--- src/hdl/scc_pkg.sv ---
`default_nettype none
package scc_pkg;
	localparam int MAX_VERTICES = 32;
	localparam int MAX_DEGREE   = 16;
	localparam int VW   = $clog2(MAX_VERTICES);
	localparam int NW   = $clog2(MAX_VERTICES + 1);
	localparam int DW   = $clog2(MAX_DEGREE + 1);
	localparam int KW   = $clog2(MAX_DEGREE);
	localparam int EAW  = VW + KW;
	localparam int EDEPTH = MAX_VERTICES * MAX_DEGREE;

	localparam logic [1:0] OP_ADD    = 2'd0;
	localparam logic [1:0] OP_REMOVE = 2'd1;
	localparam logic [1:0] OP_RUN    = 2'd2;
	localparam logic [1:0] OP_CLEAR  = 2'd3;

	localparam logic [1:0] ST_OK    = 2'd0;
	localparam logic [1:0] ST_BADV  = 2'd1;
	localparam logic [1:0] ST_FULL  = 2'd2;
	localparam logic [1:0] ST_EMPTY = 2'd3;

	typedef struct packed {
		logic [1:0] opcode;
		logic [5:0] source_vertex;
		logic [5:0] target_vertex;
	} cmd_t;

	typedef struct packed {
		logic [1:0] status;
		logic [5:0] vertex;
		logic [4:0] component_index;
		logic       component_end;
		logic       last;
	} result_t;
endpackage
`default_nettype wire

--- src/hdl/scc_cfg.sv ---
`default_nettype none
module scc_cfg import scc_pkg::*; (
	input  wire logic        clk,
	input  wire logic        arst_n,
	input  wire logic        psel,
	input  wire logic        penable,
	input  wire logic        pwrite,
	input  wire logic [2:0]  paddr,
	input  wire logic [31:0] pwdata,
	output logic      [31:0] prdata,
	output logic             pready,
	output logic [NW-1:0]    active_n,
	output logic             cfg_wr
);
	logic [5:0] vcount_q;

	assign pready = 1'b1;
	assign cfg_wr = psel && penable && pwrite && (paddr[2] == 1'b0);
	assign prdata = (paddr[2] == 1'b0) ? {26'd0, vcount_q} : 32'd0;

	always_ff @(posedge clk or negedge arst_n) begin
		if (!arst_n) begin
			vcount_q <= '0;
		end else if (cfg_wr) begin
			vcount_q <= pwdata[5:0];
		end
	end

	// counts above the vertex limit act as the limit
	assign active_n = (vcount_q > 6'(MAX_VERTICES)) ? NW'(MAX_VERTICES) : NW'(vcount_q);
endmodule
`default_nettype wire

--- config.mk ---
export PLATFORM = sky130hd
export DESIGN_NAME = scc_cfg
export DESIGN_NICKNAME = d
export VERILOG_FILES = /design/src/hdl/scc_pkg.sv /design/src/hdl/scc_cfg.sv
export SDC_FILE = /design/constraint.sdc
export NUM_CORES = 1
export LEC_CHECK = 0
export ABC_AREA = 1
export BUFFER_PORTS_ARGS = -buffer_cell sky130_fd_sc_hd__buf_2
export CORE_MARGIN = 8
export CORE_UTILIZATION = 31
export CTS_CLUSTER_DIAMETER = 50
export CTS_CLUSTER_SIZE = 20
export DETAILED_ROUTE_END_ITERATION = 8
export HOLD_SLACK_MARGIN = 0.03
export PLACE_DENSITY_LB_ADDON = 0.15
export RECOVER_POWER = 100
export SYNTH_ARGS = -nofsm -noshare
export SYNTH_HDL_FRONTEND = slang
export SYNTH_SLANG_ARGS = --single-unit
--- constraint.sdc ---
create_clock -name clk -period 1.95 [get_ports clk]
set_input_delay 0.195 -clock clk [delete_from_list [all_inputs] [get_ports clk]]
set_output_delay 0.195 -clock clk [all_outputs]
set_load 0.02 [all_outputs]
==> summary.md <==
| Metric | Value |
|---|---|
| Commonest non-fill, non-tap cell in the layout | conb_1 |
| Most frequent cells in the layout | 27 x conb_1, 18 x nand2_1, 15 x clkbuf_1 |
| Setup violation total in the final timing report | 0 |
| Resize count post-CTS | 0 |
| Worst Path Arrival | 1.27 ns |
| CP endpoint | active_n[1] |
| Multi-input logic area | 232.7 µm² |
| Cells after Synth | 78 |
| DRC viols | 0 |
| Peak VDD IR | 398.0 µV |
| GRT overflow | 0 |
| Crit-path cells | nor2_1 -> nand3_1 -> a21oi_1 -> clkbuf_1 |
| Tightest Hold Check Type | in -> reg |
| Count of input and output buffers | 24 |
| DR WL met2 | 462 µm |
| DP HPWL | 1070 µm |
| Setup crit end kind | output port |
| Clock tree buffer depth | 2 |
| Fraction of layout cells with a size suffix above 1 | 11.76% |
| RSZ-0062 raised after global routing | no |
| Wl on met1 | 546 µm |
| Largest net degree at the start of global routing | 9 |
| Hold Fails Final Rpt | 0 |
| Final min period | 1.468 ns |
| Slowest Stage Delay on Critical Path | 0.40 ns |
| R2r endpoint | vcount_q[5] |
| Post-synthesis simple-gate area fraction | 24.14% |
| Slowest cell on crit path | dfrtp_1 |
| Sequential share of the synthesized area | 27.59% |
| Drt total wl | 1265 µm |
| Io pins | 80 |
| FILL cells | 208 |
| Worst setup SP type | flip-flop |
| Fin nets | 144 |
| Core Util, Final | 33.63% |
| Largest register FFs | 6 |
| Main combinational cell family by area after synthesis | buffers and inverters |
| Worst-Skew Late Latency | 0.24 ns |
| Setup WS post-layout | 0.4821 ns |
| Tcrit/Tclk final | 75.28% |
| CTS tree | yes |
| Mux contribution to synthesized area | 0% |
| Vias in the first global route | 435 |
| Routed len/inst | 10.63 µm |
| Critical Path RT | 1.75 ns |
| Initial antenna violation count | 0 |
| Register Area | 150.1 µm² |
| Ys Warns | 0 |
| Starting Density | 32.22% |
| Clock tree sinks | 6 |
| Worst flop-to-flop path startpoint | vcount_q[5] |
| Count of final max-slew check failures | 0 |
| Post-Syn Area | 544.3 µm² |
| H-tree depth | 1 |
| Via count | 430 |
| Number of distinct library cells after synthesis | 11 |
| Antenna diodes | 0 |
| Clock transition at path regs | 0.05 ns |
| Site row count | 15 |
| Met3 Wirelength | 256 µm |
| Pleak | 0.3448 nW |
| Num CTS Buffers | 3 |
| CORE AREA | 1689 µm² |
| Placed inst area | 569.3 µm² |
| Overall Global Routing Usage | 7.553% |
| Iteration-0 DRC Markers | 3 |
| Status | finished, final reports clean |
| Synth Area in Compound Gates | 2.759% |
| Design Area, Final | 568.0 µm² |
| Setup crit start | vcount_q[2] |
| Top Registers | vcount_q (6) |
| Die W | 57.90 µm |
| Reg2reg path depth | 2 |
| Die height | 57.90 µm |
| PwrDens | 867.7 nW/µm² |
| GPL Wtd Cong | 0.7416 |
| Vias per inst | 3.613 |
| Highest routed layer | met3 |
| Pre-CTS setup slack | 0.8060 ns |
| Number of synthesized register bits | 6 |
| Synth-to-Final Area Change | 4.368% |
| Global-route wire length before repair | 1980 µm |
| Crit path max fanout | 3 |
| Syn Area/Cell | 6.978 µm² |
| Fmax | 681.3 MHz |
| Reg-to-reg slack, setup | 1.21 ns |
| Setup TNS | 0 ns |
| Top reg by flops | vcount_q |
| Area of the die | 3352 µm² |
| Antenna viol nets, final | 0 |
| Max-Cap Viols | 0 |
| Design Power | 0.0004929 W |
| Post-synthesis xor/xnor area fraction | 0% |
| Drt pass-1 iters | 2 |
| WS Path Type | reg -> out |
| Post-Synth Adder-Cell Area | 0% |
| Clock skew | 0 ns |
| CTS root buf | clkbuf_4 |
## area by class of cell
type | count | area share [%]
timing repair buffer | 25 | 19.60
clock buffer | 3 | 3.965
sequential | 6 | 26.43
inverter | 8 | 5.286
tap | 17 | 3.744
multi-input combinational | 60 | 40.97
## per-stage QoR
stage | instances | hold slack, ns
CTS | 119 | 0.1388
finish | 119 | 0.1441
global placement | 115 | 0.02805
floorplan | 103 | -0.1006
detailed placement | 115 | 0.02724
global route | 119 | 0.1471
## synth_stat cells
cell      instances  area share, %
nor2_1           10            6.9
nand3_1           1           0.92
buf_4            27             37
nand4_4           1            3.9
conb_1            2            1.4
inv_2             2            1.4
nand2_1          18             12
a21oi_1           3            2.8
inv_1             6            4.1
clkbuf_1          2            1.4
dfrtp_1           6             28
## worst min path at each step
stage                     startpoint     endpoint  slack, ns  cells past startpoint
final                      pwdata[2]  vcount_q[2]       0.14                      3
after global placement        arst_n  vcount_q[2]       0.03                      1
after detailed placement      arst_n  vcount_q[2]       0.03                      1
after global routing       pwdata[3]  vcount_q[3]       0.15                      3
after floorplan               arst_n  vcount_q[0]      -0.10                      0
after CTS                  pwdata[4]  vcount_q[4]       0.14                      3
## metal layers
metal	track usage, %	vias to the layer above
li1	-	224
met1	8.005	171
met2	10.51	35
met3	5.077	0
met4	5.245	0
met5	0	-
## timing repair
| item | in CTS | in global routing |
|---|---|---|
| endpoints found under the hold margin | 6 | 0 |
| buffers inserted | 0 | 0 |
| hold buffers | 1 | 0 |
## cell families after synthesis
logic type	Yosys count
AOI/OAI and AO/OA	3
buffers and inverters	37
DFF	6
other	2
and+or+nand+nor	30
## report_power, final
group          leakage [nW]  total (W)  internal, W  switching (W)
sequential           0.0755   0.000172     0.000148      0.0000236
clock                0.0138   0.000113    0.0000695      0.0000433
combinational         0.255   0.000208    0.0000486       0.000160
## worst max-delay path: cells and delay by family (launching register included)
kind	cells	cell delay, ns
buffers and inverters	1	0.25
AND/OR/NAND/NOR	2	0.21
flip-flops	1	0.40
AO/OA/AOI/OAI	1	0.16
Note: power is estimated with default switching activity, not from simulation.
